==> src/assert_macros.svh <==
// Assertion macros for the arc length RTL.
`ifndef ASSERT_MACROS_SVH
`define ASSERT_MACROS_SVH

`ifndef SYNTH

// Property must hold at every clock edge outside reset.
`define CAL_ASSERT(lbl, clk, rstn, prop) \
    lbl: assert property (@(posedge clk) disable iff (!rstn) prop) \
        else $error("property failed");

// Condition must never be seen outside reset.
`define CAL_NEVER(lbl, clk, rstn, cond) \
    lbl: assert property (@(posedge clk) disable iff (!rstn) !(cond)) \
        else $error("forbidden condition seen");

`else

`define CAL_ASSERT(lbl, clk, rstn, prop)
`define CAL_NEVER(lbl, clk, rstn, cond)

`endif

`endif

==> src/cal_pkg.sv <==
// Shared constants, tables and beat types of the arc length pipeline.
package cal_pkg;

    // CORDIC iterations, one pipeline stage each (8 to 32)
    localparam int CORDIC_STEPS = 16;

    localparam int IN_W     = 32;   // coordinate and radius width
    localparam int OFS_W    = 33;   // offset from the centre
    localparam int CW       = 45;   // CORDIC datapath, normalized to 2^40..2^41
    localparam int ANG_W    = 32;   // binary turns, 2^32 per turn
    localparam int LEN_W    = 34;   // Q18.16 arc length
    localparam int SH_W     = 6;    // normalizing shift amount
    localparam int NORM_EXP = 40;   // larger magnitude is scaled to 2^40 or more
    localparam int LANES    = 2;    // start point and end point

    localparam logic [ANG_W-1:0] QUARTER_TURN = 32'h4000_0000;
    localparam logic [IN_W-1:0]  PI_Q30       = 32'hC90F_DAA2;

    // atan(2^-k) in binary turns, rounded to nearest
    localparam logic [ANG_W-1:0] ATAN_TURNS [32] = '{
        32'd536870912, 32'd316933406, 32'd167458907, 32'd85004756,
        32'd42667331,  32'd21354465,  32'd10679838,  32'd5340245,
        32'd2670163,   32'd1335087,   32'd667544,    32'd333772,
        32'd166886,    32'd83443,     32'd41722,     32'd20861,
        32'd10430,     32'd5215,      32'd2608,      32'd1304,
        32'd652,       32'd326,       32'd163,       32'd81,
        32'd41,        32'd20,        32'd10,        32'd5,
        32'd3,         32'd1,         32'd1,         32'd0
    };

    // One arc as it enters the pipeline
    typedef struct packed {
        logic signed [IN_W-1:0] start_x;
        logic signed [IN_W-1:0] start_y;
        logic signed [IN_W-1:0] end_x;
        logic signed [IN_W-1:0] end_y;
        logic signed [IN_W-1:0] center_x;
        logic signed [IN_W-1:0] center_y;
        logic        [IN_W-1:0] radius;
    } t_arc;

    typedef struct packed {
        logic valid;
        t_arc arc;
    } t_in;

    // CORDIC vector of one endpoint
    typedef struct packed {
        logic signed [CW-1:0] x;
        logic signed [CW-1:0] y;
        logic [ANG_W-1:0]     z;
        logic                 zero;   // endpoint on the centre
    } t_lane;

    typedef struct packed {
        logic                 valid;
        t_lane [LANES-1:0]    lane;   // lane 0 start, lane 1 end
        logic [IN_W-1:0]      radius;
    } t_vec;

    typedef struct packed {
        logic             valid;
        logic [LEN_W-1:0] len;
    } t_res;

endpackage

==> src/cal_scale.sv <==
// Back end: angle difference, half-turn fold and angle * radius * 2pi product.
module cal_scale (
    input  logic          i_clk,
    input  logic          i_rst_n,
    input  logic          i_en,
    input  cal_pkg::t_vec i_vec,
    output cal_pkg::t_res o_res
);
    import cal_pkg::*;

    logic                    r1_valid;
    logic [ANG_W-2:0]        r1_d;
    logic [IN_W-1:0]         r1_rad;

    logic                    r2_valid;
    logic [ANG_W+IN_W-2:0]   r2_prod;

    logic                    r3_valid;
    logic [ANG_W+IN_W-2:0]   r3_phi;
    logic [IN_W-1:0]         r3_lo;

    logic                    r4_valid;
    logic [ANG_W+IN_W-2:0]   r4_phi;
    logic [IN_W-1:0]         r4_plo;

    t_res                    r5_res;

    logic [ANG_W-1:0]        w_a1;
    logic [ANG_W-1:0]        w_a2;
    logic [ANG_W-1:0]        w_diff;
    logic [2*IN_W-1:0]       w_lo_pi;
    logic [2*IN_W-1:0]       w_acc;

    // endpoint on the centre counts as angle zero; the half-turn fold
    // drops the top bit of the modulo difference
    assign w_a1   = i_vec.lane[0].zero ? '0 : i_vec.lane[0].z;
    assign w_a2   = i_vec.lane[1].zero ? '0 : i_vec.lane[1].z;
    assign w_diff = w_a1 - w_a2;

    assign w_lo_pi = (2*IN_W)'(r3_lo) * (2*IN_W)'(PI_Q30);
    assign w_acc   = {1'b0, r4_phi} + {{IN_W{1'b0}}, r4_plo};

    always_ff @(posedge i_clk) begin
        if (!i_rst_n) begin
            r1_valid     <= 1'b0;
            r2_valid     <= 1'b0;
            r3_valid     <= 1'b0;
            r4_valid     <= 1'b0;
            r5_res.valid <= 1'b0;
        end else if (i_en) begin
            // stage 1: folded angle
            r1_valid <= i_vec.valid;
            r1_d     <= w_diff[ANG_W-2:0];
            r1_rad   <= i_vec.radius;
            // stage 2: angle times radius
            r2_valid <= r1_valid;
            r2_prod  <= (ANG_W+IN_W-1)'(r1_d) * (ANG_W+IN_W-1)'(r1_rad);
            // stage 3: upper word times pi
            r3_valid <= r2_valid;
            r3_phi   <= (ANG_W+IN_W-1)'(r2_prod[ANG_W+IN_W-2:IN_W])
                      * (ANG_W+IN_W-1)'(PI_Q30);
            r3_lo    <= r2_prod[IN_W-1:0];
            // stage 4: lower word times pi, upper half kept
            r4_valid <= r3_valid;
            r4_phi   <= r3_phi;
            r4_plo   <= w_lo_pi[2*IN_W-1:IN_W];
            // stage 5: sum and rescale to Q18.16
            r5_res.valid <= r4_valid;
            r5_res.len   <= w_acc[LEN_W+28:29];
        end
    end

    assign o_res = r5_res;

endmodule

==> config.mk <==
export PLATFORM = sky130hd
export DESIGN_NAME = cal_scale
export DESIGN_NICKNAME = d
export VERILOG_FILES = /design/src/assert_macros.svh /design/src/cal_pkg.sv /design/src/cal_scale.sv
export SDC_FILE = /design/constraint.sdc
export NUM_CORES = 2
export LEC_CHECK = 0
export ABC_AREA = 0
export BUFFER_PORTS_ARGS = -buffer_cell sky130_fd_sc_hd__buf_2
export CAP_MARGIN = 10
export CORE_MARGIN = 8
export CORE_UTILIZATION = 56
export DETAILED_ROUTE_END_ITERATION = 8
export PLACE_DENSITY = 0.74
export SYNTH_ARGS = -nofsm -noshare
export SYNTH_HDL_FRONTEND = slang
export SYNTH_SLANG_ARGS = --single-unit
==> constraint.sdc <==
create_clock -name i_clk -period 10.7 [get_ports i_clk]
set_clock_uncertainty 0.05 [all_clocks]
set_input_delay 1.07 -clock i_clk [delete_from_list [all_inputs] [get_ports i_clk]]
set_output_delay 1.07 -clock i_clk [all_outputs]
set_load 0.02 [all_outputs]
# Word level (Yosys, flattened, before mapping)
# Cells that the tools add are included.
# classes
add_sub_neg	2
multipliers	3
n_mux	2
reduce_logical	1
# op_table
op	count
$add 63x32->63	1
$mul 31x32->63	1
$mul 32x31->63 const B	1
$mul 31x31->62 const B	1
$mux 31	2
$sub 31x31->31	1
$reduce_and 2->1	1
# word_totals
register_bits	353

# Logic depth before layout (Yosys ltp)
# depth
word_depth	2
depth_mapped	29
depth_no_buf	28

# Worst setup path after synthesis
# OpenSTA, ideal clock, no wires.
# synth_timing
kind	input port to flip-flop
startpoint	input i_en
endpoint	register r5_res, in the netlist o_res[0] (enable)
setup_ns	0.752
arrival_ns	9.223
setup_slack_ns	0.675
cell_stages	2
path_buffers	1
path_cell_list	clkbuf_1 -> and2_1
# synth_between
elab_chain_cells	1
# synth_rtl
element	line	text
from (decl)	cal_scale.sv:5	input logic i_en,
$reduce_and 2->1 (no line)	n/a	
to (decl)	cal_scale.sv:26	t_res r5_res;
# No other way between the ends.
# A chain may end at the register's enable or synchronous reset.

# Final worst setup path
# layout_timing
startpoint	register r1_d[5]
endpoint	register r2_prod[62], data pin
# layout_between
elab_chain_cells	1
# layout_rtl
element	line	text
from (decl)	cal_scale.sv:12	logic [ANG_W-2:0] r1_d;
from (signal assigned)	cal_scale.sv:53	r1_d <= w_diff[ANG_W-2:0];
$mul 31x32->63	cal_scale.sv:57	r2_prod <= (ANG_W+IN_W-1)'(r1_d) * (ANG_W+IN_W-1)'(r1_rad);
to (signal assigned)	cal_scale.sv:57	
to (decl)	cal_scale.sv:16	logic [ANG_W+IN_W-2:0] r2_prod;
# No other way between the ends.

==> metrics.yaml <==
row_count: 135
yosys.area.top_type: "fa_1"
rsz0062_at_grt: "no"
path_class: "register to register"
tightest_slew_ps: 1360
cts_setup_buffers: 0
ys_top_cells_by_area: "fa_1 (41%), ha_1 (17%), edfxtp_1 (14%)"
overflow: 0
end_kind: "register"
synthMostInstantiatedCell: "inv_1"
critPathLaunchType: "register"
synth_area_um2: 76100
clkLatencyLatePin_ps: 670
drc: 0
fp.dieH_um: 385
ant_nets: 0
required_ps: 11050
dieArea_um2: 148000
syn2layout_area_growth_pct: 5.29
core-area_um2: 135000
numCtsBuffers: 42
cts.root.buffer_cell: "clkbuf_16"
drt_iter0_drc: 3013
drv_cap: 0
arrival_ps: 9530
yosysSeqAreaShare_pct: 13.8
gp_routability_congestion: 0.924
slew_violations: 0
cts_htree_levels: 2
fin_crit_sh_pct: 85.8
grt_pass1_vias: 54600
outcome: "finished clean"
hold_viol: 0
synth.net_count: 10200
fin_tns_setup_ps: 0
grt_max_degree: 172
cts_buffer_depth: 3
ctsResizeCount: 0
clkTransAtPathRegs_ps: 60
dr.pass1.iters: 6
wl_per_cell_um: 18.9
layout.area.seq_um2: 10500
synth_flop_cell: "edfxtp_1"
hpwl_um: 142000
syn_avg_cell_area_um2: 10.4
io_buffers: 134
async_flop_share_pct: 0
synth_edf_count: 347
start_util_pct: 56.3
vias: 49600
final_core_util_pct: 59.3
period_needed_ps: 9180
netlist_instances: 7343
viasPerCell: 5.40
grt_first_pass_wirelength_um: 285000
ys_types: 67
slew_headroom_pct: 9.53
synth_seq_cells: 352
antenna_found_initial: 3
ios: 317
layout-drive-gt1-share_pct: 3.91
fillerInstances: 11100
final_nets: 10300
synth_top_area_share_pct: 41.4
cts_tree: "built"
hold_buffers: 0
worstPathMaxFanout: 32
cts.sinks: 352
setup_viol: 0
ys_top_cells_by_count: "inv_1 (1927), fa_1 (1573), ha_1 (1043), nand2_1 (549), and2_1 (542)"
die_w_um: 385
multi_input_comb_area_um2: 57500
track_usage_pct: 24.2
hold_class: "register to register"
yosysWarnings: 0
max_freq_ghz: 0.109
postRouteWirelength_um: 174000
==> layer usage <==
layer	routed length, um	GRT usage (%)
met2	82400	40.2
met3	13400	4.82
met5	13	0
met1	73000	32.5
met4	5150	6.72
==> logic make-up after synthesis <==
| kind of cell | Yosys count | share of synthesized area, % |
|---|---|---|
| compound gates | 551 | 4.79 |
| xor+xnor | 206 | 2.37 |
| flops | 352 | 13.8 |
| fa+ha+maj | 2616 | 58.5 |
| simple gates | 1467 | 9.83 |
| buf+inv | 2146 | 10.6 |
| mux | 5 | 0.0658 |
==> cell usage in the layout, fill, tap and decap left out, drive strengths merged, types with 25 or more instances in the layout <==
cell type / instances
fa: 1573
xnor2: 149
edfxtp: 347
a21o: 105
o21ai: 82
xor2: 57
a21oi: 177
nand4: 29
nand3: 59
clkbuf: 48
o21bai: 25
and2: 543
and3: 25
nand2b: 46
o21a: 35
nand2: 549
ha: 1043
nor2b: 65
nor2: 104
buf: 201
inv: 1934
==> critical path: stages, from the launching register on <==
cell      delay [ps]
edfxtp_1        1250
and2_1           270
fa_1             440
fa_1             490
fa_1             520
inv_1             50
fa_1             470
inv_1             50
fa_1             510
inv_1             60
fa_1             530
inv_1             50
fa_1             490
fa_1             410
ha_1             330
a21oi_1          210
o21ai_0          150
a21oi_1          210
o21ai_0          160
o31a_1           450
o311ai_0         680
a21oi_1          230
a221o_1          430
nand2_1          110
o21ai_1           70
a21oi_1          190
xnor2_1           90
==> final cells by class <==
cell class	count	area share, %
antenna	1	0.00312
sequential	352	13.1
inverter	1927	9.03
tap	1781	2.78
multi-input combinational	4845	71.8
timing repair buffer	201	1.48
clock buffer	48	1.34
clock inverter	27	0.462
==> registers in the layout (all words and copies together), names as in the netlist <==
signal    flops
r2_valid      1
r3_lo        32
r1_d         31
r4_phi       62
r1_rad       32
r4_valid      1
r1_valid      1
o_res        35
r4_plo       31
r3_valid      1
r3_phi       62
r2_prod      63
==> stage by stage <==
step                hold WS, ps  cell area (um^2)  setup WS (ps)  instances
floorplan                   350             76100            675       7343
global placement            350             78700           1710       9106
detailed placement          355             78700           1600       9106
CTS                         340             80100           1630       9181
global route                354             80100           1160       9181
finish                      335             80100           1520       9182
==> worst paths after layout <==
path | start | end | slack, ps | cells past startpoint
max | r1_d[5] | r2_prod[62] | 1520 | 26
min | r3_phi[7] | r4_phi[7] | 330 | 0
max reg2reg | r1_d[5] | r2_prod[62] | 1520 | 26
min reg2reg | r3_phi[7] | r4_phi[7] | 330 | 0
Power is left out: the tool's default activity adds up to more than one toggle a clock period on the data nets, which glitch-free logic cannot reach.
