### src/assert_macros.svh
// Assertion macros for the arc length RTL.
`ifndef ASSERT_MACROS_SVH
`define ASSERT_MACROS_SVH

`ifndef SYNTH

// Property must hold at every clock edge outside reset.
`define CAL_ASSERT(lbl, clk, rstn, prop) \
    lbl: assert property (@(posedge clk) disable iff (!rstn) prop) \
        else $error("property failed");

// Condition must never be seen outside reset.
`define CAL_NEVER(lbl, clk, rstn, cond) \
    lbl: assert property (@(posedge clk) disable iff (!rstn) !(cond)) \
        else $error("forbidden condition seen");

`else

`define CAL_ASSERT(lbl, clk, rstn, prop)
`define CAL_NEVER(lbl, clk, rstn, cond)

`endif

`endif

### src/cal_pkg.sv
// Shared constants, tables and beat types of the arc length pipeline.
package cal_pkg;

    // CORDIC iterations, one pipeline stage each (8 to 32)
    localparam int CORDIC_STEPS = 16;

    localparam int IN_W     = 32;   // coordinate and radius width
    localparam int OFS_W    = 33;   // offset from the centre
    localparam int CW       = 45;   // CORDIC datapath, normalized to 2^40..2^41
    localparam int ANG_W    = 32;   // binary turns, 2^32 per turn
    localparam int LEN_W    = 34;   // Q18.16 arc length
    localparam int SH_W     = 6;    // normalizing shift amount
    localparam int NORM_EXP = 40;   // larger magnitude is scaled to 2^40 or more
    localparam int LANES    = 2;    // start point and end point

    localparam logic [ANG_W-1:0] QUARTER_TURN = 32'h4000_0000;
    localparam logic [IN_W-1:0]  PI_Q30       = 32'hC90F_DAA2;

    // atan(2^-k) in binary turns, rounded to nearest
    localparam logic [ANG_W-1:0] ATAN_TURNS [32] = '{
        32'd536870912, 32'd316933406, 32'd167458907, 32'd85004756,
        32'd42667331,  32'd21354465,  32'd10679838,  32'd5340245,
        32'd2670163,   32'd1335087,   32'd667544,    32'd333772,
        32'd166886,    32'd83443,     32'd41722,     32'd20861,
        32'd10430,     32'd5215,      32'd2608,      32'd1304,
        32'd652,       32'd326,       32'd163,       32'd81,
        32'd41,        32'd20,        32'd10,        32'd5,
        32'd3,         32'd1,         32'd1,         32'd0
    };

    // One arc as it enters the pipeline
    typedef struct packed {
        logic signed [IN_W-1:0] start_x;
        logic signed [IN_W-1:0] start_y;
        logic signed [IN_W-1:0] end_x;
        logic signed [IN_W-1:0] end_y;
        logic signed [IN_W-1:0] center_x;
        logic signed [IN_W-1:0] center_y;
        logic        [IN_W-1:0] radius;
    } t_arc;

    typedef struct packed {
        logic valid;
        t_arc arc;
    } t_in;

    // CORDIC vector of one endpoint
    typedef struct packed {
        logic signed [CW-1:0] x;
        logic signed [CW-1:0] y;
        logic [ANG_W-1:0]     z;
        logic                 zero;   // endpoint on the centre
    } t_lane;

    typedef struct packed {
        logic                 valid;
        t_lane [LANES-1:0]    lane;   // lane 0 start, lane 1 end
        logic [IN_W-1:0]      radius;
    } t_vec;

    typedef struct packed {
        logic             valid;
        logic [LEN_W-1:0] len;
    } t_res;

endpackage

### src/cal_front.sv
// Front end: offsets from the centre, normalization and quadrant fold.
module cal_front (
    input  logic          i_clk,
    input  logic          i_rst_n,
    input  logic          i_en,
    input  cal_pkg::t_in  i_in,
    output cal_pkg::t_vec o_vec
);
    import cal_pkg::*;

    // stage 1: offsets, x mirrored
    logic                    r1_valid;
    logic signed [OFS_W-1:0] r1_dx [LANES];
    logic signed [OFS_W-1:0] r1_dy [LANES];
    logic [IN_W-1:0]         r1_rad;

    // stage 2: shift amount and folded vector
    logic                    r2_valid;
    logic signed [OFS_W-1:0] r2_x [LANES];
    logic signed [OFS_W-1:0] r2_y [LANES];
    logic [ANG_W-1:0]        r2_z [LANES];
    logic [SH_W-1:0]         r2_sh [LANES];
    logic                    r2_zero [LANES];
    logic [IN_W-1:0]         r2_rad;

    // stage 3: scaled vector
    t_vec r3_vec;

    logic signed [OFS_W-1:0] n_dx [LANES];
    logic signed [OFS_W-1:0] n_dy [LANES];
    logic signed [OFS_W-1:0] n_x [LANES];
    logic signed [OFS_W-1:0] n_y [LANES];
    logic [ANG_W-1:0]        n_z [LANES];
    logic [SH_W-1:0]         n_sh [LANES];
    logic                    n_zero [LANES];
    t_vec                    n_vec;

    function automatic logic [4:0] msb_pos(input logic [IN_W-1:0] v);
        logic [4:0] p;
        p = '0;
        for (int b = 0; b < IN_W; b++) begin
            if (v[b]) begin
                p = 5'(b);
            end
        end
        return p;
    endfunction

    // offsets: dx = c.x - p.x, dy = p.y - c.y
    always_comb begin
        n_dx[0] = {i_in.arc.center_x[IN_W-1], i_in.arc.center_x}
                - {i_in.arc.start_x[IN_W-1], i_in.arc.start_x};
        n_dy[0] = {i_in.arc.start_y[IN_W-1], i_in.arc.start_y}
                - {i_in.arc.center_y[IN_W-1], i_in.arc.center_y};
        n_dx[1] = {i_in.arc.center_x[IN_W-1], i_in.arc.center_x}
                - {i_in.arc.end_x[IN_W-1], i_in.arc.end_x};
        n_dy[1] = {i_in.arc.end_y[IN_W-1], i_in.arc.end_y}
                - {i_in.arc.center_y[IN_W-1], i_in.arc.center_y};
    end

    always_ff @(posedge i_clk) begin
        if (!i_rst_n) begin
            r1_valid <= 1'b0;
        end else if (i_en) begin
            r1_valid <= i_in.valid;
            r1_dx    <= n_dx;
            r1_dy    <= n_dy;
            r1_rad   <= i_in.arc.radius;
        end
    end

    // leading one of the larger magnitude, fold left half plane to the right
    always_comb begin
        logic [OFS_W-1:0] ax;
        logic [OFS_W-1:0] ay;
        logic [IN_W-1:0]  mor;
        for (int l = 0; l < LANES; l++) begin
            ax = r1_dx[l][OFS_W-1] ? OFS_W'(-r1_dx[l]) : OFS_W'(r1_dx[l]);
            ay = r1_dy[l][OFS_W-1] ? OFS_W'(-r1_dy[l]) : OFS_W'(r1_dy[l]);
            mor = ax[IN_W-1:0] | ay[IN_W-1:0];
            n_zero[l] = (mor == '0);
            n_sh[l] = SH_W'(NORM_EXP) - {1'b0, msb_pos(mor)};
            if (!r1_dx[l][OFS_W-1]) begin
                n_x[l] = r1_dx[l];
                n_y[l] = r1_dy[l];
                n_z[l] = '0;
            end else if (!r1_dy[l][OFS_W-1]) begin
                n_x[l] = r1_dy[l];
                n_y[l] = -r1_dx[l];
                n_z[l] = QUARTER_TURN;
            end else begin
                n_x[l] = -r1_dy[l];
                n_y[l] = r1_dx[l];
                n_z[l] = -QUARTER_TURN;
            end
        end
    end

    always_ff @(posedge i_clk) begin
        if (!i_rst_n) begin
            r2_valid <= 1'b0;
        end else if (i_en) begin
            r2_valid <= r1_valid;
            r2_x     <= n_x;
            r2_y     <= n_y;
            r2_z     <= n_z;
            r2_sh    <= n_sh;
            r2_zero  <= n_zero;
            r2_rad   <= r1_rad;
        end
    end

    // exact power-of-two scaling into the CORDIC width
    always_comb begin
        logic signed [CW-1:0] xe;
        logic signed [CW-1:0] ye;
        n_vec.valid  = r2_valid;
        n_vec.radius = r2_rad;
        for (int l = 0; l < LANES; l++) begin
            xe = {{(CW-OFS_W){r2_x[l][OFS_W-1]}}, r2_x[l]};
            ye = {{(CW-OFS_W){r2_y[l][OFS_W-1]}}, r2_y[l]};
            n_vec.lane[l].x    = xe <<< r2_sh[l];
            n_vec.lane[l].y    = ye <<< r2_sh[l];
            n_vec.lane[l].z    = r2_z[l];
            n_vec.lane[l].zero = r2_zero[l];
        end
    end

    always_ff @(posedge i_clk) begin
        if (!i_rst_n) begin
            r3_vec.valid <= 1'b0;
        end else if (i_en) begin
            r3_vec <= n_vec;
        end
    end

    assign o_vec = r3_vec;

endmodule

### config.mk
export PLATFORM = sky130hd
export DESIGN_NAME = cal_front
export DESIGN_NICKNAME = d
export VERILOG_FILES = /design/src/assert_macros.svh /design/src/cal_pkg.sv /design/src/cal_front.sv
export SDC_FILE = /design/constraint.sdc
export NUM_CORES = 2
export LEC_CHECK = 0
export BUFFER_PORTS_ARGS = -buffer_cell sky130_fd_sc_hd__buf_2
export CELL_PAD_IN_SITES_DETAIL_PLACEMENT = 1
export CELL_PAD_IN_SITES_GLOBAL_PLACEMENT = 1
export CORE_MARGIN = 1
export CORE_UTILIZATION = 50
export CTS_CLUSTER_SIZE = 40
export DETAILED_ROUTE_END_ITERATION = 7
export PLACE_DENSITY_LB_ADDON = 0.1
export SYNTH_ARGS = -nofsm -noshare
export SYNTH_HDL_FRONTEND = slang
export SYNTH_SLANG_ARGS = --single-unit
### constraint.sdc
create_clock -name i_clk -period 35.4 [get_ports i_clk]
set_clock_uncertainty 0.1 [all_clocks]
set_input_delay 5.31 -clock i_clk [delete_from_list [all_inputs] [get_ports i_clk]]
set_output_delay 5.31 -clock i_clk [all_outputs]
set_load 0.02 [all_outputs]
After elaboration in Yosys (flattened, before gate mapping) --
Index checks and enable logic that the tools add are counted.
Operators by class: mux-type cells 74, $lt $le $gt $ge 0, $add $sub $neg 10, shift-type cells 4, eq/ne operators 0, bitwise operators 2, reductions and logical operators 5, div/mod/pow operators 0, multipliers 0
Operators by type and width (number):
- 2-to-1 mux 5 bit | 60
- 2-to-1 mux 32 bit | 8
- <<< shifter 33 x 6 -> 45 bit | 4
- 2-to-1 mux 33 bit | 4
- negation 33 bit | 4
- subtractor 32 x 32 -> 33 bit | 4
- logical NOT 32 bit | 2
- bitwise OR 32 bit | 2
- subtractor 6 x 5 -> 6 bit, first input constant | 2
- AND reduction 2 bit | 3
- 2-to-1 mux 1 bit | 2
Storage, ports and cells: output and inout bits 279, ROM bits 0, input bits 228, word-level logic and storage cells 125, RAM bits 0, memories kept 0, bits in latches 0, bits in registers 687

Logic depth before layout (Yosys ltp) --
depth in word-level cells 35, depth in mapped cells 17, depth with buffers taken out 16

Least setup slack after synthesis --
Ideal clock, no wire load.
path kind input-to-reg, start point in i_en, end point reg r2_zero, in the netlist n_vec[155], enable pin, slack 16.340 ns, buffers on the path 0, required time 34.300 ns, cell stages on the path 1, data arrival time 17.960 ns, setup time 1.000 ns, cells stage by stage and2_1
On the way: longest elaborated chain between the ends 1
RTL lines:
- start: declaration | line cal_front.sv:5 | input logic i_en,
- AND reduction 2 bit (no source line)
- end signal: assignment | line cal_front.sv:108 | r2_zero <= n_zero;
- end: declaration | line cal_front.sv:23 | logic r2_zero [LANES];
No other way between the ends. A chain may end at the register's enable or synchronous reset.

==> flow_metrics.env <==
export IMPL_outcome="completed"
export IMPL_syn_area_per_cell_um2=9.94
export IMPL_yosysUniqueCellTypes=91
export IMPL_clockBufferDepth=3
export IMPL_cp_endpoint="r1_dy[30]"
export IMPL_synth_top_family_by_area="compound AO/OA/AOI/OAI gates"
export IMPL_cts_sinks=567
export IMPL_gr_usage_all_layers=0.342
export IMPL_min_from="r1_rad[29]"
export IMPL_insertion_delay_ns=0.63
export IMPL_tightestPinTransition_ns=1.21
export IMPL_worstPathMaxFanout=3
export IMPL_die_area_um2=78500
export IMPL_ctsHoldBuffers=0
export IMPL_cp_required_ns=35.69
export IMPL_setup_tns_final_ns=0
export IMPL_worstSetupStartpointType="primary input"
export IMPL_gp_congestion=0.976
export IMPL_dr_pass1_iters=6
export IMPL_synth_xor_area_share=0.0638
export IMPL_arrival_ns=9.47
export IMPL_row_count=101
export IMPL_grt_busiest_layer="met2"
export IMPL_drive_gt1_frac=0.174
export IMPL_period_needed_ns=9.18
export IMPL_yosysTopAreaCell="edfxtp_1"
export IMPL_pin_count=507
export IMPL_grt_pass1_wl_um=203000
export IMPL_start_util=0.508
export IMPL_synthAdderAreaFrac=0.0454
export IMPL_crit_start="i_in[96]"
export IMPL_r2r_setup_slack_ns=29.94
export IMPL_worstHoldPathType="flip-flop to flip-flop"
export IMPL_synth_edf_count=564
export IMPL_p_seq_frac=0.434
export IMPL_die_w_um=280
export IMPL_antenna_found_initial=13
export IMPL_power_switching_uw=637
export IMPL_grt_pass1_vias=31718
export IMPL_cts_setup_buffers=0
export IMPL_synth_top_cell_area_share=0.438
export IMPL_synth_area_um2=38700
export IMPL_grt_util_met3=0.0472
export IMPL_rr_endpoint="r2_sh[10]"
export IMPL_path_clk_slew_ns=0.07
export IMPL_synth_seq_cells=567
export IMPL_postRouteAntennaNets=0
export IMPL_grtUsageMet1=0.485
export IMPL_via_count=32367
export IMPL_rsz0062_at_grt="false"
export IMPL_final_util=0.568
export IMPL_r2r_cells=14
export IMPL_setup_violations=0
export IMPL_die_height_um=280
export IMPL_clock_fmax_mhz=109
export IMPL_cts_tree="built"
export IMPL_drv_cap=0
export IMPL_numCtsBuffers=58
export IMPL_synth_area_mux_share=0.0982
export IMPL_grtUsageMet2=0.543
export IMPL_synth_flop_cell="edfxtp_1"
export IMPL_coreArea_um2=76200
export IMPL_num_nets_final=4566
export IMPL_routed_wl_um=137000
export IMPL_ctsHtreeMaxLevel=2
export IMPL_pwr_share_clk=0.317
export IMPL_intPower_mw=1.34
export IMPL_grt_overflow_total=0
export IMPL_synthArstFlopShare=0
export IMPL_period_share=0.259
export IMPL_ir_drop_mv=0.0365
export IMPL_drc=0
export IMPL_clockRootBuffer="clkbuf_16"
export IMPL_powerDensity_nw_per_um2=45.8
export IMPL_ys_warnings_count=0
export IMPL_hold_violations=0
export IMPL_synthTopCellsByCount="edfxtp_1, nor2_1, nand2_1"
export IMPL_rr_startpoint="r1_dx[47]"
export IMPL_p_leak_nw=17.1
export IMPL_synth_area_leaders="edfxtp_1, mux4_2, nor2_1"
export IMPL_synth_most_common_cell="edfxtp_1"
export IMPL_slew_violations=0
export IMPL_cts_resized=0
export IMPL_syn_instance_count=3892
export IMPL_finalPower_mw=1.98
export IMPL_wl_per_cell_um=25.9
export IMPL_path_class="primary input to flip-flop"
export IMPL_synth_compound_area_frac=0.154
export IMPL_portBuffers=446
export IMPL_ys_seq_area_frac=0.439
export IMPL_p_sw_frac=0.322
export IMPL_drt_iter0_drc=3217
export IMPL_max_slew_margin=0.180
export IMPL_grt_max_degree=158
export IMPL_cp_end_kind="flip-flop"
export IMPL_p_comb_frac=0.249
export IMPL_vias_per_cell=6.13
export IMPL_synth_simple_area_share=0.149
export IMPL_dp_hpwl_um=108000
export IMPL_area_growth_pct=11.9
-- state kept, by name, summed over array words and instances (netlist names) --
register,count
r1_dx,66
r2_valid,1
r2_rad,32
r2_x,66
n_vec,6
r1_dy,66
o_vec,219
r1_valid,1
r2_y,66
r2_sh,12
r1_rad,32
-- logic make-up (layout without fill, tap and decap cells) --
group	Yosys count	after routing
compound gates	934	934
xor+xnor	281	281
fa+ha+maj	138	138
buf+inv	451	748
flops	567	567
mux	251	251
other cells	1	64
simple gates	1269	1269
-- area by class of cell --
cell class | instances | area, µm²
Fill cell | 8576 | 32900
Multi-Input combinational cell | 2933 | 20000
Sequential cell | 567 | 17000
Timing Repair Buffer | 477 | 2480
Clock buffer | 64 | 1500
Tap cell | 1030 | 1290
Inverter | 163 | 612
Clock inverter | 44 | 425
Antenna cell | 4 | 10.0
-- critical path, cell delays in order --
cell and delay, ns:
buf_2 0.10, inv_1 0.10, ha_1 0.21, fa_1 0.22, nor2b_1 0.06, o21a_1 0.17, o21ai_0 0.25, a21boi_0 0.23
o2111ai_1 0.35, a21oi_1 0.18, o41ai_1 0.60, a21oi_1 0.22, o41ai_1 1.00, o21ai_0 0.29, xnor2_1 0.19
-- stage by stage --
step                      hold slack, ns  cells  cell area, µm²  setup slack, ns
after floorplan                    0.300   3951           38900            16.34
after global placement             0.301   5170           41400            25.96
after detailed placement           0.305   5170           41400            25.86
after CTS                          0.321   5278           43300            26.33
after global routing               0.323   5281           43300            26.01
final                              0.319   5282           43300            26.22
-- power groups by stage --
stage / Sequential [mW] / Clock (mW) / Combinational [mW]
after CTS: 0.859 / 0.636 / 0.487
after detailed placement: 0.872 / 0 / 0.483
final: 0.860 / 0.628 / 0.494
after global placement: 0.869 / 0 / 0.471
after floorplan: 0.879 / 0 / 0.326
after global routing: 0.864 / 0.654 / 0.533
-- layout by cell type, fill, tap and decap left out, types with 37 or more instances in the layout --
cell type  count
a211oi_1      62
a21o_1        55
a21oi_1      291
a31oi_1       48
and2_1        39
buf_2        446
clkbuf_16     59
conb_1        60
edfxtp_1     564
ha_1         134
inv_1        156
mux2i_1      133
mux4_2       101
nand2_1      342
nand2b_1      37
nand3_1       46
nor2_1       534
nor2b_1       43
nor3_1        56
o21ai_0      186
o31ai_1       45
or3_1         38
xnor2_1      153
xor2_1       127
-- metal layers --
metal / routed length (µm) / vias to the layer above
li1: - / 14773
met1: 60200 / 15981
met3: 9810 / 155
met2: 62600 / 1450
met4: 4180 / 8
met5: 67 / -
-- how the worst min path moves through the flow --
| stage | end | slack (ns) | depth (start not counted) |
|---|---|---|---|
| 6_report | r2_rad[29] | 0.32 | 0 |
| 3_3_place_gp | r2_rad[21] | 0.30 | 0 |
| 5_1_grt | r2_rad[7] | 0.32 | 0 |
| 2_1_floorplan | o_vec[0] | 0.30 | 0 |
| 4_1_cts | r2_rad[26] | 0.32 | 0 |
| 3_5_place_dp | r2_rad[26] | 0.31 | 0 |
Note: power is estimated with default switching activity, not from simulation.
